File: config.mk
export PLATFORM = sky130hd
export DESIGN_NAME = touch_sample_filter_top_flat
export DESIGN_NICKNAME = d
export VERILOG_FILES = /design/src/sv/tsf_pkg.sv /design/src/sv/tsf_intf.sv /design/src/sv/tsf_ctrl.sv /design/src/sv/tsf_datapath.sv /design/src/sv/touch_sample_filter_top.sv /design/src/flat_wrapper.sv
export SDC_FILE = /design/constraint.sdc
export NUM_CORES = 1
export LEC_CHECK = 0
export BUFFER_PORTS_ARGS = -buffer_cell sky130_fd_sc_hd__buf_2
export CORE_MARGIN = 3
export CORE_UTILIZATION = 42
export DETAILED_ROUTE_END_ITERATION = 10
export PLACE_DENSITY = 0.68
export SLEW_MARGIN = 20
export SYNTH_ARGS = -nofsm -noshare
export SYNTH_HDL_FRONTEND = slang
export SYNTH_HIERARCHICAL = 1
export SYNTH_SLANG_ARGS = --single-unit
File: constraint.sdc
create_clock -name clk_i -period 9 [get_ports clk_i]
set_clock_uncertainty 0.2 [all_clocks]
set_input_delay 0.45 -clock clk_i [delete_from_list [all_inputs] [get_ports clk_i]]
set_output_delay 0.45 -clock clk_i [all_outputs]
set_load 0.02 [all_outputs]
File: src/sv/tsf_pkg.sv
// Types, constants and codes shared by the touch sample filter
`default_nettype none

package tsf_pkg;

  // Frame shape
  localparam int SAMPLE_GROUPS = 4;
  localparam int ADC_BITS      = 10;
  localparam int ADC_FULL      = 1 << ADC_BITS;

  // Fixed field widths
  localparam int OFS_W = 10;
  localparam int SCL_W = 16;
  localparam int LIM_W = 11;
  localparam int POS_W = 16;
  localparam int SCL_FRAC = 8;

  // Derived widths
  localparam int MM_W   = ADC_BITS + 1;
  localparam int AVG_W  = ADC_BITS + 1;
  localparam int WIDE_W = (AVG_W > LIM_W) ? AVG_W : LIM_W;
  localparam int SUM_W  = $clog2(2 * SAMPLE_GROUPS * ADC_FULL);
  localparam int GCNT_W = (SAMPLE_GROUPS > 1) ? $clog2(SAMPLE_GROUPS) : 1;

  // Divide by the number of values per frame through a reciprocal multiply
  localparam int DIVISOR   = 2 * SAMPLE_GROUPS;
  localparam int DIV_SHIFT = SUM_W + $clog2(DIVISOR);
  localparam int RECIP_W   = SUM_W + 1;
  localparam longint unsigned RECIP_VAL =
    ((longint'(1) << DIV_SHIFT) + longint'(DIVISOR) - 1) / longint'(DIVISOR);
  localparam logic [RECIP_W-1:0] RECIP = RECIP_W'(RECIP_VAL);

  // Shared multiplier operand widths
  localparam int MA_W   = (SUM_W > WIDE_W) ? SUM_W : WIDE_W;
  localparam int MB_W   = (RECIP_W > SCL_W) ? RECIP_W : SCL_W;
  localparam int PROD_W = MA_W + MB_W;

  // Configuration port
  localparam int CFG_IDX_W  = 3;
  localparam int CFG_DATA_W = 16;

  localparam logic [CFG_IDX_W-1:0] CFG_X_OFFSET       = 3'd0;
  localparam logic [CFG_IDX_W-1:0] CFG_Y_OFFSET       = 3'd1;
  localparam logic [CFG_IDX_W-1:0] CFG_X_SCALE        = 3'd2;
  localparam logic [CFG_IDX_W-1:0] CFG_Y_SCALE        = 3'd3;
  localparam logic [CFG_IDX_W-1:0] CFG_LEVEL_LIMIT    = 3'd4;
  localparam logic [CFG_IDX_W-1:0] CFG_X_SPREAD_LIMIT = 3'd5;
  localparam logic [CFG_IDX_W-1:0] CFG_Y_SPREAD_LIMIT = 3'd6;

  // Register reset values
  localparam logic [OFS_W-1:0] X_OFFSET_RST       = 10'd100;
  localparam logic [OFS_W-1:0] Y_OFFSET_RST       = 10'd165;
  localparam logic [SCL_W-1:0] X_SCALE_RST        = 16'd256;
  localparam logic [SCL_W-1:0] Y_SCALE_RST        = 16'd256;
  localparam logic [LIM_W-1:0] LEVEL_LIMIT_RST    = 11'd910;
  localparam logic [LIM_W-1:0] X_SPREAD_LIMIT_RST = 11'd100;
  localparam logic [LIM_W-1:0] Y_SPREAD_LIMIT_RST = 11'd100;

  // Operation on the shared multiplier
  typedef enum logic [2:0] {
    OP_NONE,
    OP_DIV_X,
    OP_DIV_Y,
    OP_SCL_X,
    OP_SCL_Y
  } mul_op_e;

  // Controller to datapath commands
  typedef struct packed {
    logic    acc;
    mul_op_e op;
    logic    load_out;
    logic    clear;
  } ctrl_cmd_t;

  // Datapath to controller status
  typedef struct packed {
    logic last_group;
    logic out_free;
  } ctrl_status_t;

  // Channel payloads
  typedef struct packed {
    logic [ADC_BITS-1:0] x_forward;
    logic [ADC_BITS-1:0] y_forward;
    logic [ADC_BITS-1:0] x_reverse;
    logic [ADC_BITS-1:0] y_reverse;
  } in_item_t;

  typedef struct packed {
    logic [POS_W-1:0] x_pos;
    logic [POS_W-1:0] y_pos;
    logic             touched;
  } out_item_t;

endpackage

`default_nettype wire

File: src/sv/tsf_intf.sv
// Valid/ready channel interfaces for sample groups and results
`default_nettype none

interface tsf_in_if;
  logic              valid;
  logic              ready;
  tsf_pkg::in_item_t data;

  modport source (output valid, output data, input ready);
  modport sink   (input valid, input data, output ready);
endinterface

interface tsf_out_if;
  logic               valid;
  logic               ready;
  tsf_pkg::out_item_t data;

  modport source (output valid, output data, input ready);
  modport sink   (input valid, input data, output ready);
endinterface

`default_nettype wire

File: src/sv/tsf_ctrl.sv
// Frame sequencer for the touch sample filter
`default_nettype none

module tsf_ctrl (
  input  wire                   clk_i,
  input  wire                   rst_ni,
  input  wire                   in_valid_i,
  output logic                  in_ready_o,
  input  wire tsf_pkg::ctrl_status_t status_i,
  output tsf_pkg::ctrl_cmd_t    cmd_o
);

  localparam logic [2:0] S_ACC  = 3'd0;
  localparam logic [2:0] S_DIVX = 3'd1;
  localparam logic [2:0] S_DIVY = 3'd2;
  localparam logic [2:0] S_SCLX = 3'd3;
  localparam logic [2:0] S_SCLY = 3'd4;

  logic [2:0] state_q, state_d;

  // Step through accumulate, two divides, two scalings
  always_comb begin
    state_d        = state_q;
    in_ready_o     = 1'b0;
    cmd_o.acc      = 1'b0;
    cmd_o.op       = tsf_pkg::OP_NONE;
    cmd_o.load_out = 1'b0;
    cmd_o.clear    = 1'b0;
    unique case (state_q)
      S_ACC: begin
        in_ready_o = 1'b1;
        cmd_o.acc  = in_valid_i;
        if (in_valid_i && status_i.last_group) begin
          state_d = S_DIVX;
        end
      end
      S_DIVX: begin
        cmd_o.op = tsf_pkg::OP_DIV_X;
        state_d  = S_DIVY;
      end
      S_DIVY: begin
        cmd_o.op = tsf_pkg::OP_DIV_Y;
        state_d  = S_SCLX;
      end
      S_SCLX: begin
        cmd_o.op = tsf_pkg::OP_SCL_X;
        state_d  = S_SCLY;
      end
      S_SCLY: begin
        cmd_o.op = tsf_pkg::OP_SCL_Y;
        // hold until the output register can take the result
        if (status_i.out_free) begin
          cmd_o.load_out = 1'b1;
          cmd_o.clear    = 1'b1;
          state_d        = S_ACC;
        end
      end
      default: begin
        state_d = S_ACC;
      end
    endcase
  end

  always_ff @(posedge clk_i or negedge rst_ni) begin
    if (!rst_ni) begin
      state_q <= S_ACC;
    end else begin
      state_q <= state_d;
    end
  end

endmodule

`default_nettype wire

File: src/sv/tsf_datapath.sv
// Accumulators, shared multiplier, configuration and output register
`default_nettype none

module tsf_datapath (
  input  wire                                   clk_i,
  input  wire                                   rst_ni,
  input  wire                                   cfg_we_i,
  input  wire  [tsf_pkg::CFG_IDX_W-1:0]         cfg_idx_i,
  input  wire  [tsf_pkg::CFG_DATA_W-1:0]        cfg_wdata_i,
  input  wire tsf_pkg::in_item_t                in_data_i,
  input  wire tsf_pkg::ctrl_cmd_t               cmd_i,
  output tsf_pkg::ctrl_status_t                 status_o,
  output logic                                  out_valid_o,
  input  wire                                   out_ready_i,
  output tsf_pkg::out_item_t                    out_data_o
);

  localparam int MM_W   = tsf_pkg::MM_W;
  localparam int AVG_W  = tsf_pkg::AVG_W;
  localparam int WIDE_W = tsf_pkg::WIDE_W;
  localparam int SUM_W  = tsf_pkg::SUM_W;
  localparam int MA_W   = tsf_pkg::MA_W;
  localparam int MB_W   = tsf_pkg::MB_W;
  localparam int PROD_W = tsf_pkg::PROD_W;
  localparam int POS_W  = tsf_pkg::POS_W;
  localparam int FRAC   = tsf_pkg::SCL_FRAC;
  localparam int GCNT_W = tsf_pkg::GCNT_W;

  localparam logic [MM_W-1:0]   MM_FULL  = MM_W'(tsf_pkg::ADC_FULL);
  localparam logic [MM_W-1:0]   LOW_RST  = MM_W'(tsf_pkg::ADC_FULL - 1);
  localparam logic [AVG_W-1:0]  AVG_FULL = AVG_W'(tsf_pkg::ADC_FULL);
  localparam logic [GCNT_W-1:0] GCNT_LAST = GCNT_W'(tsf_pkg::SAMPLE_GROUPS - 1);

  function automatic logic [MM_W-1:0] min3(logic [MM_W-1:0] a, logic [MM_W-1:0] b,
                                           logic [MM_W-1:0] c);
    logic [MM_W-1:0] m;
    m = (b < a) ? b : a;
    return (c < m) ? c : m;
  endfunction

  function automatic logic [MM_W-1:0] max3(logic [MM_W-1:0] a, logic [MM_W-1:0] b,
                                           logic [MM_W-1:0] c);
    logic [MM_W-1:0] m;
    m = (b > a) ? b : a;
    return (c > m) ? c : m;
  endfunction

  // Configuration registers
  logic [tsf_pkg::OFS_W-1:0] x_offset_q, y_offset_q;
  logic [tsf_pkg::SCL_W-1:0] x_scale_q, y_scale_q;
  logic [tsf_pkg::LIM_W-1:0] level_limit_q, x_spread_limit_q, y_spread_limit_q;

  // Accumulators
  logic [SUM_W-1:0]  x_sum_q, x_sum_d, y_sum_q, y_sum_d;
  logic [MM_W-1:0]   x_low_q, x_low_d, x_high_q, x_high_d;
  logic [MM_W-1:0]   y_low_q, y_low_d, y_high_q, y_high_d;
  logic [GCNT_W-1:0] gcnt_q, gcnt_d;

  // Frame results
  logic [AVG_W-1:0] x_avg_q, y_avg_q;
  logic             touch_q;
  logic [POS_W-1:0] x_pos_q;

  // Output register
  logic               out_valid_q, out_valid_d;
  tsf_pkg::out_item_t out_q;

  logic [MM_W-1:0]   xf, yf, xr, yr;
  logic [MM_W-1:0]   x_spread, y_spread;
  logic [AVG_W-1:0]  y_inv;
  logic [WIDE_W-1:0] diff_x, diff_y;
  logic [MA_W-1:0]   mul_a;
  logic [MB_W-1:0]   mul_b;
  logic [PROD_W-1:0] prod;
  logic [AVG_W-1:0]  quot;
  logic [POS_W-1:0]  scaled;
  logic              touch;

  // Write configuration registers
  always_ff @(posedge clk_i or negedge rst_ni) begin
    if (!rst_ni) begin
      x_offset_q       <= tsf_pkg::X_OFFSET_RST;
      y_offset_q       <= tsf_pkg::Y_OFFSET_RST;
      x_scale_q        <= tsf_pkg::X_SCALE_RST;
      y_scale_q        <= tsf_pkg::Y_SCALE_RST;
      level_limit_q    <= tsf_pkg::LEVEL_LIMIT_RST;
      x_spread_limit_q <= tsf_pkg::X_SPREAD_LIMIT_RST;
      y_spread_limit_q <= tsf_pkg::Y_SPREAD_LIMIT_RST;
    end else if (cfg_we_i) begin
      unique case (cfg_idx_i)
        tsf_pkg::CFG_X_OFFSET:       x_offset_q       <= cfg_wdata_i[tsf_pkg::OFS_W-1:0];
        tsf_pkg::CFG_Y_OFFSET:       y_offset_q       <= cfg_wdata_i[tsf_pkg::OFS_W-1:0];
        tsf_pkg::CFG_X_SCALE:        x_scale_q        <= cfg_wdata_i[tsf_pkg::SCL_W-1:0];
        tsf_pkg::CFG_Y_SCALE:        y_scale_q        <= cfg_wdata_i[tsf_pkg::SCL_W-1:0];
        tsf_pkg::CFG_LEVEL_LIMIT:    level_limit_q    <= cfg_wdata_i[tsf_pkg::LIM_W-1:0];
        tsf_pkg::CFG_X_SPREAD_LIMIT: x_spread_limit_q <= cfg_wdata_i[tsf_pkg::LIM_W-1:0];
        tsf_pkg::CFG_Y_SPREAD_LIMIT: y_spread_limit_q <= cfg_wdata_i[tsf_pkg::LIM_W-1:0];
        default: ;
      endcase
    end
  end

  // Invert reversed readings against full scale
  assign xf = {1'b0, in_data_i.x_forward};
  assign yf = {1'b0, in_data_i.y_forward};
  assign xr = MM_FULL - {1'b0, in_data_i.x_reverse};
  assign yr = MM_FULL - {1'b0, in_data_i.y_reverse};

  // Accumulate one group, or clear after the frame result is taken
  always_comb begin
    x_sum_d  = x_sum_q;
    y_sum_d  = y_sum_q;
    x_low_d  = x_low_q;
    x_high_d = x_high_q;
    y_low_d  = y_low_q;
    y_high_d = y_high_q;
    gcnt_d   = gcnt_q;
    if (cmd_i.clear) begin
      x_sum_d  = '0;
      y_sum_d  = '0;
      x_low_d  = LOW_RST;
      x_high_d = '0;
      y_low_d  = LOW_RST;
      y_high_d = '0;
      gcnt_d   = '0;
    end else if (cmd_i.acc) begin
      x_sum_d  = x_sum_q + SUM_W'(xf) + SUM_W'(xr);
      y_sum_d  = y_sum_q + SUM_W'(yf) + SUM_W'(yr);
      x_low_d  = min3(x_low_q, xf, xr);
      x_high_d = max3(x_high_q, xf, xr);
      y_low_d  = min3(y_low_q, yf, yr);
      y_high_d = max3(y_high_q, yf, yr);
      gcnt_d   = (gcnt_q == GCNT_LAST) ? '0 : gcnt_q + GCNT_W'(1);
    end
  end

  always_ff @(posedge clk_i or negedge rst_ni) begin
    if (!rst_ni) begin
      x_sum_q  <= '0;
      y_sum_q  <= '0;
      x_low_q  <= LOW_RST;
      x_high_q <= '0;
      y_low_q  <= LOW_RST;
      y_high_q <= '0;
      gcnt_q   <= '0;
    end else begin
      x_sum_q  <= x_sum_d;
      y_sum_q  <= y_sum_d;
      x_low_q  <= x_low_d;
      x_high_q <= x_high_d;
      y_low_q  <= y_low_d;
      y_high_q <= y_high_d;
      gcnt_q   <= gcnt_d;
    end
  end

  // Spreads, touch decision and offset differences
  assign x_spread = (x_high_q >= x_low_q) ? x_high_q - x_low_q : '0;
  assign y_spread = (y_high_q >= y_low_q) ? y_high_q - y_low_q : '0;
  assign touch = (WIDE_W'(x_avg_q) < WIDE_W'(level_limit_q)) &&
                 (WIDE_W'(y_avg_q) < WIDE_W'(level_limit_q)) &&
                 (WIDE_W'(x_spread) < WIDE_W'(x_spread_limit_q)) &&
                 (WIDE_W'(y_spread) < WIDE_W'(y_spread_limit_q));

  assign y_inv  = AVG_FULL - y_avg_q;
  assign diff_x = (WIDE_W'(x_avg_q) <= WIDE_W'(x_offset_q)) ? '0 :
                  WIDE_W'(x_avg_q) - WIDE_W'(x_offset_q);
  assign diff_y = (WIDE_W'(y_inv) <= WIDE_W'(y_offset_q)) ? '0 :
                  WIDE_W'(y_inv) - WIDE_W'(y_offset_q);

  // Select operands of the shared multiplier
  always_comb begin
    unique case (cmd_i.op)
      tsf_pkg::OP_DIV_X: begin
        mul_a = MA_W'(x_sum_q);
        mul_b = MB_W'(tsf_pkg::RECIP);
      end
      tsf_pkg::OP_DIV_Y: begin
        mul_a = MA_W'(y_sum_q);
        mul_b = MB_W'(tsf_pkg::RECIP);
      end
      tsf_pkg::OP_SCL_X: begin
        mul_a = MA_W'(diff_x);
        mul_b = MB_W'(x_scale_q);
      end
      tsf_pkg::OP_SCL_Y: begin
        mul_a = MA_W'(diff_y);
        mul_b = MB_W'(y_scale_q);
      end
      default: begin
        mul_a = '0;
        mul_b = '0;
      end
    endcase
  end

  assign prod = PROD_W'(mul_a) * PROD_W'(mul_b);

  // Quotient for divides; drop fraction bits and saturate for scalings
  assign quot   = prod[tsf_pkg::DIV_SHIFT +: AVG_W];
  assign scaled = (|prod[PROD_W-1:FRAC+POS_W]) ? '1 : prod[FRAC +: POS_W];

  // Capture averages, touch flag and X coordinate
  always_ff @(posedge clk_i) begin
    if (cmd_i.op == tsf_pkg::OP_DIV_X) begin
      x_avg_q <= quot;
    end
    if (cmd_i.op == tsf_pkg::OP_DIV_Y) begin
      y_avg_q <= quot;
    end
    if (cmd_i.op == tsf_pkg::OP_SCL_X) begin
      touch_q <= touch;
      x_pos_q <= touch ? scaled : '0;
    end
  end

  // Output register: load the frame result, drop it after the transfer
  always_comb begin
    out_valid_d = out_valid_q;
    if (cmd_i.load_out) begin
      out_valid_d = 1'b1;
    end else if (out_ready_i) begin
      out_valid_d = 1'b0;
    end
  end

  always_ff @(posedge clk_i or negedge rst_ni) begin
    if (!rst_ni) begin
      out_valid_q <= 1'b0;
    end else begin
      out_valid_q <= out_valid_d;
    end
  end

  always_ff @(posedge clk_i) begin
    if (cmd_i.load_out) begin
      out_q.x_pos   <= x_pos_q;
      out_q.y_pos   <= touch_q ? scaled : '0;
      out_q.touched <= touch_q;
    end
  end

  assign status_o.last_group = (gcnt_q == GCNT_LAST);
  assign status_o.out_free   = !out_valid_q || out_ready_i;
  assign out_valid_o         = out_valid_q;
  assign out_data_o          = out_q;

endmodule

`default_nettype wire

File: src/sv/touch_sample_filter_top.sv
// Touch sample filter: averaging and validation of resistive panel readings, top level
//
// Takes one sample group per transfer on in_ch (X and Y readings with forward and reversed
// plate polarity) at one group per cycle. After every tsf_pkg::SAMPLE_GROUPS groups it
// averages both axes, checks level and spread limits and delivers one result on out_ch:
// scaled X and Y coordinates and a touched flag, both coordinates 0 without a touch.
// The frame result is worked out on one shared multiplier in four steps (X divide,
// Y divide, X scale, Y scale), during which in_ch is not ready; the last step waits
// further while the output register still holds an untaken result. Configuration is
// written through cfg_we_i, cfg_idx_i and cfg_wdata_i by the user, who must write it
// only while no frame is in progress; the block itself does not enforce this.
`default_nettype none

module touch_sample_filter_top (
  input  wire                             clk_i,
  input  wire                             rst_ni,
  input  wire                             cfg_we_i,
  input  wire  [tsf_pkg::CFG_IDX_W-1:0]   cfg_idx_i,
  input  wire  [tsf_pkg::CFG_DATA_W-1:0]  cfg_wdata_i,
  tsf_in_if.sink                          in_ch,
  tsf_out_if.source                       out_ch
);

  tsf_pkg::ctrl_cmd_t    cmd;
  tsf_pkg::ctrl_status_t status;
  logic                  in_ready;
  logic                  out_valid;
  tsf_pkg::out_item_t    out_data;

  // Sequence the frame
  tsf_ctrl u_ctrl (
    .clk_i      (clk_i),
    .rst_ni     (rst_ni),
    .in_valid_i (in_ch.valid),
    .in_ready_o (in_ready),
    .status_i   (status),
    .cmd_o      (cmd)
  );

  // Accumulate, divide, scale and hold the result
  tsf_datapath u_datapath (
    .clk_i       (clk_i),
    .rst_ni      (rst_ni),
    .cfg_we_i    (cfg_we_i),
    .cfg_idx_i   (cfg_idx_i),
    .cfg_wdata_i (cfg_wdata_i),
    .in_data_i   (in_ch.data),
    .cmd_i       (cmd),
    .status_o    (status),
    .out_valid_o (out_valid),
    .out_ready_i (out_ch.ready),
    .out_data_o  (out_data)
  );

  assign in_ch.ready  = in_ready;
  assign out_ch.valid = out_valid;
  assign out_ch.data  = out_data;

endmodule

`default_nettype wire

File: src/flat_wrapper.sv
// flat-port wrapper written by rule: the top's interface ports become plain ports
module touch_sample_filter_top_flat 
  (clk_i, rst_ni, cfg_we_i, cfg_idx_i, cfg_wdata_i, in_ch_valid, in_ch_data, in_ch_ready, out_ch_valid, out_ch_data, out_ch_ready);
  tsf_in_if in_ch_i ();
  tsf_out_if out_ch_i ();
  input  wire clk_i;
  input  wire rst_ni;
  input  wire cfg_we_i;
  input  wire  [tsf_pkg::CFG_IDX_W-1:0] cfg_idx_i;
  input  wire  [tsf_pkg::CFG_DATA_W-1:0] cfg_wdata_i;
  input wire logic [$bits(in_ch_i.valid)-1:0] in_ch_valid;
  input wire logic [$bits(in_ch_i.data)-1:0] in_ch_data;
  output wire logic [$bits(in_ch_i.ready)-1:0] in_ch_ready;
  output wire logic [$bits(out_ch_i.valid)-1:0] out_ch_valid;
  output wire logic [$bits(out_ch_i.data)-1:0] out_ch_data;
  input wire logic [$bits(out_ch_i.ready)-1:0] out_ch_ready;
  assign in_ch_i.valid = in_ch_valid;
  assign in_ch_i.data = in_ch_data;
  assign in_ch_ready = in_ch_i.ready;
  assign out_ch_valid = out_ch_i.valid;
  assign out_ch_data = out_ch_i.data;
  assign out_ch_i.ready = out_ch_ready;
  touch_sample_filter_top u_core (.clk_i(clk_i), .rst_ni(rst_ni), .cfg_we_i(cfg_we_i), .cfg_idx_i(cfg_idx_i), .cfg_wdata_i(cfg_wdata_i), .in_ch(in_ch_i), .out_ch(out_ch_i));
endmodule
==> results of run 1 <==
-- synth_stat cells, drive strengths merged, types with 36 or more instances --
master and count:
a21o 50, a21oi 137, clkbuf 61, dfrtp 120, dfstp 41, edfxtp 72
fa 179, ha 261, inv 430, mux2 57, mux2i 54, nand2 190
nand2b 37, nor2 213, nor2b 39, nor3 36, o21ai 93, xnor2 67
-- flip-flops by register name, indices dropped and copies added, names as in the netlist, 13 cells and up --
| register | count |
|---|---|
| u_core/u_datapath/y_sum_q | 13 |
| u_core/u_datapath/x_scale_q | 16 |
| u_core/u_datapath/y_scale_q | 16 |
| u_core/u_datapath/x_pos_q | 16 |
| u_core/u_datapath/x_sum_q | 13 |
| u_core/u_datapath/out_data_o | 33 |
-- worst min path at each step --
stage	startpoint	endpoint	cells after the start
after detailed placement	u_core/u_datapath/x_pos_q[3]	u_core/u_datapath/out_data_o[20]	0
after CTS	in_ch_data[34]	u_core/u_datapath/x_high_q[4]	3
after global placement	u_core/u_datapath/x_pos_q[14]	u_core/u_datapath/out_data_o[31]	0
final	cfg_wdata_i[7]	u_core/u_datapath/y_offset_q[7]	3
after floorplan	rst_ni	u_core/u_ctrl/state_q[0]	0
after global routing	cfg_wdata_i[7]	u_core/u_datapath/level_limit_q[7]	3
-- critical path: cells and delay by family, from the launching register on --
family                   cells  cell delay (ns)
flip-flops                   1             0.43
buffers and inverters        9             1.02
AND/OR/NAND/NOR              9             1.63
XOR/XNOR                     2             0.25
AO/OA/AOI/OAI                9             2.14
adder cells (fa/ha/maj)      7             2.98
-- layout make-up --
cell class                 instances  area share (%)
clock buffer                      35           2.776
clock inverter                    19          0.7097
multi-input combinational       1825           57.34
tap                              739           3.341
timing repair buffer             288           7.436
sequential                       233           22.55
inverter                         430           5.849
-- metal layers --
layer  share of wire (%)  vias to the layer above
li1                    -                     9069
met1                  43                     9461
met2                  48                      621
met3                 5.6                      119
met4                 3.3                        2
met5               0.016                        -
-- layout by cell type, fill, tap and decap left out, types with 13 or more instances in the layout --
cell type / netlist / final
a21o_1: 50 / 50
a21oi_1: 137 / 126
a22o_1: 17 / 17
a22oi_1: 20 / 20
a31oi_1: 14 / 13
and2_1: 16 / 13
buf_2: 1 / 97
buf_4: 1 / 162
buf_6: 1 / 17
clkbuf_16: 0 / 31
conb_1: 2 / 32
dfrtp_1: 120 / 120
dfstp_2: 41 / 41
edfxtp_1: 72 / 72
fa_1: 179 / 177
ha_1: 261 / 254
inv_1: 429 / 422
mux2_2: 57 / 57
mux2i_1: 54 / 54
nand2_1: 190 / 185
nand2b_1: 37 / 36
nand3_1: 26 / 23
nand4_1: 26 / 26
nor2_1: 208 / 197
nor2_4: 0 / 13
nor2b_1: 39 / 39
nor3_1: 36 / 31
o21a_1: 19 / 19
o21ai_0: 90 / 89
o21bai_1: 24 / 23
o221ai_1: 13 / 13
o22ai_1: 15 / 15
xnor2_1: 67 / 67
xor2_1: 26 / 26
-- cells by family after synthesis --
logic type,Yosys count
other,2
XOR/XNOR,93
multiplexers,111
AO/OA/AOI/OAI,505
flip-flops,233
buffers and inverters,501
AND/OR/NAND/NOR,644
adder cells (fa/ha/maj),440
-- timing repair --
action                     CTS  global route
buffers inserted             1            27
gates cloned                 0             3
hold endpoints to repair    86             0
setup endpoints to repair   32            42
resized for setup           21           103
hold buffers                 8             0
pin swaps                    4            76
-- through the flow --
step	hold WS, ns	util [%]	instances
after floorplan	-0.04559	-	2559
after global placement	0.2018	47.40	3477
after detailed placement	0.2045	47.40	3477
after CTS	0.002318	49.49	3540
after global routing	0.04126	50.83	3569
final	0.03587	50.83	3569
==> results.cfg, run 1 <==
[die]
start_util_pct = 42.91
design.core.area_sq_mm = 0.05445
pin_count = 99
die_h_microns = 241.9
dieWidth_microns = 241.9
std_cell_rows = 85
fp.dieArea_sq_mm = 0.05850

[timing]
clock.fmax_ghz = 0.1120
finalMaxSlewViolations = 0
hold_viol = 0
tightest_slew_ns = 0.9741
setup_viol = 0
rsz0062_at_grt = yes
finalWorstSetupSlack_ns = 0.07485
finalCriticalPeriod_ns = 8.925
max_slew_margin_pct = 35.06
finalCritPeriodShare_pct = 99.17
tns_ns = 0

[place]
dpl_cell_area_sq_mm = 0.02581
hpwl_microns = 55040
routabilityCongestion = 1.010
io_buffers = 98
dp_slack_ns = -0.2585

[synthesis]
synthFlopType = dfrtp_1
synth_area_leaders = fa_1, ha_1, dfrtp_1
async_reset_ff_share_pct = 69.10
synth_xor_area_share_pct = 3.486
synth_cells = 2529
syn_area_sq_mm = 0.02337
synth_cell_type_count = 83
yosys_warnings = 6
yosysSeqAreaShare_pct = 26.71
synth_area_per_cell_sq_um = 9.239
ys_seq_elements = 233
yosys.area_share.simple_pct = 12.93
synth_top_area_share_pct = 15.34
synth_area_leader_cell = fa_1
synth_compound_area_share_pct = 14.37
synth.area.mux_share_pct = 5.060
synth_adder_area_share_pct = 29.31
synth_edf_count = 72
synth_top_family_by_area = adder cells

[setup_path]
slowest_stage = or4_4
cp.arrival_ns = 9.06
rr_startpoint = u_core/u_datapath/y_avg_q[2]
path_class = flop to flop
crit_start = u_core/u_datapath/y_avg_q[2]
slowest_delay_ns = 0.57
worstPathMaxFanout = 8
crit_path_end_kind = flop
r2r_end = u_core/u_datapath/x_pos_q[12]
reg2regPathDepth = 36
crit_end = u_core/u_datapath/x_pos_q[12]
cp-start-kind = flop
required_ns = 9.13
rrSetupSlack_ns = 0.07

[global_routing]
grt_pass1_vias = 19700
met2_usage_pct = 39.58
use_met3_pct = 2.515
antenna_found_initial = 1
grt_max_degree = 99
grt-ovfl-total = 0
grt_pass1_wl_microns = 108200
gr-max-usage-layer = met2
grt.total_usage_pct = 22.95
grtUsageMet1_pct = 30.63

[detailed_routing]
drt_iter0_markers = 1593
dr_total_vias = 19270
wl_per_cell_microns = 19.27
dr.pass1.iters = 7
routed_wl_microns = 68770
drcViolationCount = 0
antenna_left = 0
viasPerCell = 5.400

[clock_network]
clockRootBuffer = clkbuf_16
cts_tree = built
clock_path_buffers = 3
htreeDepth = 1
cts_made_buffers = 29
clk_pin_slew_ns = 0.06
cts.sinks = 233
clock_latency_ns = 0.58

[layout]
final.fill_count = 4995
seqCellArea_sq_mm = 0.006242
drive_gt1_share_pct = 18.80
multi_input_area_sq_mm = 0.01587
area_growth_syn_to_layout_pct = 18.46
final_nets = 3311
fin_area_sq_mm = 0.02768
antenna_cells = 0

[run_status]
status = finished clean

[worst_hold_path]
hold_path_class = input port to flop

[job]
max-cap-violations = 0
Power of run 1 is left out: the tool's default activity adds up to more than one toggle a clock period on the data nets, which glitch-free logic cannot reach.
==> run 2, diff against run 1 <==
- CTS_BUF_LIST: not set -> sky130_fd_sc_hd__clkbuf_2 sky130_fd_sc_hd__clkbuf_4 sky130_fd_sc_hd__clkbuf_8
==> run 2 against run 1 <==
Compared with the run above:
- maximum frequency fell by 0.77%
- final cell count increased by 1.1%
- routed wire length up 0.47%
- sequential cell count did not move
- die area did not move
- first-iteration DRC count fell by 5.0%
- cell area increased by 0.25%
- non-clock buffer count increased by 10
- via count increased by 0.64%
- global-route usage rose by 0.29 points
- register-to-register slack got worse by 0.07 ns
- sequential share of layout area decreased by 0.057 points
- critical path type unchanged
==> results.cfg, run 2 (synthesis gave the netlist of run 1 again) <==
[run_status]
status = finished clean

[setup_path]
reg2regPathDepth = 35
path_class = flop to flop
worstPathMaxFanout = 8
crit_path_end_kind = flop
slowest_delay_ns = 0.57
required_ns = 9.10
cp.arrival_ns = 9.10
cp-start-kind = flop
slowest_stage = or4_4

[timing]
finalWorstSetupSlack_ns = 0.005338
finalCriticalPeriod_ns = 8.995
clock.fmax_ghz = 0.1112
max_slew_margin_pct = 33.79
setup_viol = 0
tightest_slew_ns = 0.9932
hold_viol = 0
tns_ns = 0
finalCritPeriodShare_pct = 99.94
whs_ns = 0.02278
rsz0062_at_grt = yes
finalMaxSlewViolations = 0

[clock_network]
clock_latency_ns = 0.62
cts.sinks = 233
clock_path_buffers = 3
cts_made_buffers = 45
clk_pin_slew_ns = 0.06
cts_tree = built
clockRootBuffer = clkbuf_8
htreeDepth = 2

[layout]
largest_reg_flops = 33
area_growth_syn_to_layout_pct = 18.76
stdcell_count = 3610
drive_gt1_share_pct = 19.41
final_nets = 3337
fin_area_sq_mm = 0.02775
final_cell_mix = inv_1, ha_1, nor2_1
final.fill_count = 4991
final_common_cell = inv_1

[detailed_routing]
antenna_left = 0
dr.pass1.iters = 6
wl_per_cell_microns = 19.14
drcViolationCount = 0
dr_total_vias = 19400
viasPerCell = 5.373
drt_iter0_markers = 1513
routed_wl_microns = 69090

[place]
routabilityCongestion = 1.010
dpl_cell_area_sq_mm = 0.02581
dp_slack_ns = -0.2585
placed_cells = 3477
io_buffers = 98
hpwl_microns = 55040

[pwr]
peakVddDrop_v = 0.0002708
cellPowerDensity_mw_per_mm2 = 437.3
leakage_nw = 13.33

[worst_hold_path]
hold_depth = 3
hold_path_class = input port to flop

[global_routing]
grt.total_usage_pct = 23.23
met2_usage_pct = 39.70
use_met3_pct = 3.190
grtUsageMet1_pct = 30.70
antenna_found_initial = 1
gr-max-usage-layer = met2
grt_max_degree = 99
grt-ovfl-total = 0
grt_pass1_vias = 19960
grt_pass1_wl_microns = 108900

[die]
pin_count = 99
start_util_pct = 42.91
std_cell_rows = 85
die_h_microns = 241.9
fp.dieArea_sq_mm = 0.05850
dieWidth_microns = 241.9
design.core.area_sq_mm = 0.05445

[job]
max-cap-violations = 0
-- run 2: power by group --
part           total, mW  switching, mW  internal [mW]
clock network       1.14          0.479          0.660
registers           1.99          0.296           1.70
logic               9.00           5.16           3.84
total               12.1           5.94           6.20
-- run 2: what timing repair did --
action | CTS | global route
gates resized for setup | 20 | 85
pin swaps | 4 | 58
cloned | 0 | 3
setup endpoints to repair | 32 | 43
hold buffers | 24 | 0
buffers inserted | 1 | 20
endpoints found under the hold margin | 106 | 0
-- run 2: routing by layer --
| layer | share of wire [%] | wire, microns |
|---|---|---|
| met4 | 3.2 | 2178 |
| met5 | 0 | 0 |
| met2 | 48 | 33160 |
| met3 | 5.4 | 3762 |
| met1 | 43 | 29980 |
-- run 2: worst max-delay path, delay by kind of cell (launching register included) --
kind | cells | cell delay (ns)
compound gates | 7 | 1.81
xor+xnor | 2 | 0.25
fa+ha+maj | 7 | 2.97
buf+inv | 10 | 1.12
flops | 1 | 0.43
simple gates | 9 | 1.92
-- run 2: layout make-up --
cell class	count	area, sq um	area share, %
antenna	2	5.005	0.01804
tap	739	924.6	3.332
multi-input combinational	1825	15810	56.98
clock buffer	78	948.4	3.418
sequential	233	6242	22.50
clock inverter	5	31.28	0.1127
inverter	430	1617	5.826
timing repair buffer	298	2171	7.823
-- run 2: through the flow --
step | total power [mW] | util (%)
after floorplan | 7.168 | -
after global placement | 9.905 | 47.40
after detailed placement | 10.10 | 47.40
after CTS | 11.41 | 49.80
after global routing | 13.13 | 50.95
final | 12.13 | 50.96
-- run 2: final timing paths --
check,to,slack [ns],from
hold reg to reg,u_core/u_datapath/out_data_o[27],0.21,u_core/u_datapath/x_pos_q[10]
setup / recovery,u_core/u_datapath/x_pos_q[7],0.005,u_core/u_datapath/y_avg_q[2]
min in group asynchronous,u_core/u_datapath/out_valid_o,0.28,rst_ni
setup reg to reg,u_core/u_datapath/x_pos_q[7],0.005,u_core/u_datapath/y_avg_q[2]
hold / removal,u_core/u_datapath/x_offset_q[5],0.02,cfg_wdata_i[5]
max in group asynchronous,u_core/u_datapath/y_offset_q[3],6.77,rst_ni
(Power assumes the default switching activity.)
==> run 3, diff against run 2 <==
- SYNTH_HIERARCHICAL: 1 -> not set
==> run 3 against run 2 <==
Compared with the run above:
- setup slack improved by 0.18 ns
- area after synthesis grew 2.2%
- critical endpoint is now u_core.u_datapath.x_pos_q[14]
- combinational power decreased by 11%
- count of clock-buffer cells in the layout shrank 12
- clock power barely moved
- utilization decreased by 1.8 points
- register-to-register slack improved by 0.18 ns
- sequential share of layout area rose by 0.27 points
==> results.cfg, run 3 <==
[setup_path]
cp-start-kind = flop
crit_path_end_kind = flop
crit_buf_inv = 8
cp.arrival_ns = 8.96
crit_top_cell = fa_1
slowest_stage = or4_4
slowest_delay_ns = 0.57
rrSetupSlack_ns = 0.19
critPathTopFamily = adder cells
required_ns = 9.15
worstPathMaxFanout = 8
path_class = flop to flop

[synthesis]
synth_area_per_cell_sq_um = 9.344
yosys_warnings = 0
synth_edf_count = 72
synth_area_leaders = fa_1, ha_1, dfrtp_1
ys_seq_elements = 233
synth.most_common_cell = inv_1
synth_cells = 2557
synthFlopType = dfrtp_1
synth_area_leader_cell = fa_1
syn_area_sq_mm = 0.02389
synth_cell_type_count = 86
yosysSeqAreaShare_pct = 26.13
synth_top_area_share_pct = 15.00
async_reset_ff_share_pct = 69.10
synth_commonest_cells = inv_1, ha_1, nand2_1

[layout]
final.fill_count = 5253
drive_gt1_share_pct = 16.56
fin_util_pct = 49.20
final_common_cell = inv_1
stdcell_count = 3533
largest_reg_flops = 33
fin_area_sq_mm = 0.02742
final_cell_mix = inv_1, ha_1, nand2_1
final_nets = 3252
area_growth_syn_to_layout_pct = 14.78

[clock_network]
cts.sinks = 233
clock_latency_ns = 0.65
htreeDepth = 2
clock_path_buffers = 3
clockRootBuffer = clkbuf_8
cts_tree = built
clk_pin_slew_ns = 0.07
cts_made_buffers = 45

[detailed_routing]
dr.pass1.iters = 6
drt_iter0_markers = 1380
routed_wl_microns = 72040
wl_per_cell_microns = 20.39
drcViolationCount = 0
dr_total_vias = 20030
viasPerCell = 5.669
antenna_left = 0

[worst_hold_path]
hold_path_class = input port to flop

[die]
die_h_microns = 244.5
start_util_pct = 42.86
dieWidth_microns = 244.5
std_cell_rows = 86
pin_count = 99
fp.dieArea_sq_mm = 0.05978
design.core.area_sq_mm = 0.05574

[timing]
finalWorstSetupSlack_ns = 0.1895
clock.fmax_ghz = 0.1135
max_slew_margin_pct = 33.56
tightest_slew_ns = 0.9922
rsz0062_at_grt = yes
finalMaxSlewViolations = 0
hold_viol = 0
setup_viol = 0
finalCriticalPeriod_ns = 8.810
finalCritPeriodShare_pct = 97.89

[job]
max-cap-violations = 0

[pwr]
total_power_mw = 11.09
leakage_nw = 12.79
cellPowerDensity_mw_per_mm2 = 404.4
peakVddDrop_v = 0.0001789

[global_routing]
grt_pass1_wl_microns = 112300
grt.total_usage_pct = 23.64
grt_max_degree = 87
grt-ovfl-total = 0
grt_pass1_vias = 20340
antenna_found_initial = 1

[place]
dp_slack_ns = -0.08397
dpl_cell_area_sq_mm = 0.02559
hpwl_microns = 55790
placed_cells = 3399
io_buffers = 98
routabilityCongestion = 1.007

[run_status]
status = finished clean
run 3: final cells by class:
type	count	area [sq um]	area share (%)
Multi-Input combinational cell	1838	16210	59.10
Timing Repair Buffer	206	1489	5.430
Clock inverter	16	145.1	0.5293
Antenna cell	2	5.005	0.01825
Inverter	424	1592	5.804
Tap cell	748	935.9	3.413
Sequential cell	233	6242	22.76
Clock buffer	66	808.3	2.947
run 3: cells by family after synthesis:
family,synth area share (%)
mux,4.865
compound gates,16.56
other cells,0.03143
flops,26.13
simple gates,12.16
buf+inv,8.248
xor+xnor,3.336
fa+ha+maj,28.67
run 3: worst reg2reg max path: cells and delay by family, from the launching register on:
| family | cells | cell delay, ns |
|---|---|---|
| buf+inv | 8 | 0.83 |
| xor+xnor | 1 | 0.13 |
| simple gates | 8 | 1.87 |
| compound gates | 9 | 1.83 |
| flops | 1 | 0.40 |
| fa+ha+maj | 7 | 3.25 |
run 3: routing by layer:
metal / wire length, microns / vias to the layer above / global-route usage, %
li1: - / 9206 / -
met1: 30570 / 9929 / 30.92
met2: 34620 / 735 / 40.86
met3: 4387 / 159 / 3.289
met4: 2471 / 0 / 6.825
met5: 0 / - / 0
run 3: path summary, 6_finish.rpt:
path | end | start | cells after the start
hold reg to reg | u_core.u_datapath.out_data_o[21] | u_core.u_datapath.x_pos_q[4] | 0
min in group asynchronous | u_core.u_datapath.y_high_q[8] | rst_ni | 2
max in group asynchronous | u_core.u_datapath.y_scale_q[4] | rst_ni | 3
setup / recovery | u_core.u_datapath.x_pos_q[14] | u_core.u_datapath.y_avg_q[5] | 33
setup reg to reg | u_core.u_datapath.x_pos_q[14] | u_core.u_datapath.y_avg_q[5] | 33
hold / removal | u_core.u_datapath.level_limit_q[9] | cfg_wdata_i[9] | 3
run 3: repair_timing:
| action | CTS | global route |
|---|---|---|
| buffers inserted | 1 | 25 |
| pin swaps | 1 | 32 |
| hold buffers | 19 | 0 |
| hold endpoints to repair | 94 | 0 |
| setup endpoints to repair | 34 | 52 |
| cloned | 0 | 4 |
| resized for setup | 1 | 93 |
run 3: report_power, final:
group,switching [mW],internal [mW],total (mW)
clock network,0.511,0.638,1.15
logic,4.77,3.22,7.99
registers,0.300,1.65,1.95
run 3: per-stage QoR:
stage	hold slack (ns)	TNS, ns
2_1_floorplan	-0.04559	0
3_3_place_gp	0.2007	0
3_5_place_dp	0.2045	-1.745
4_1_cts	0.002125	0
5_1_grt	0.03190	-2.478
6_report	0.03487	0
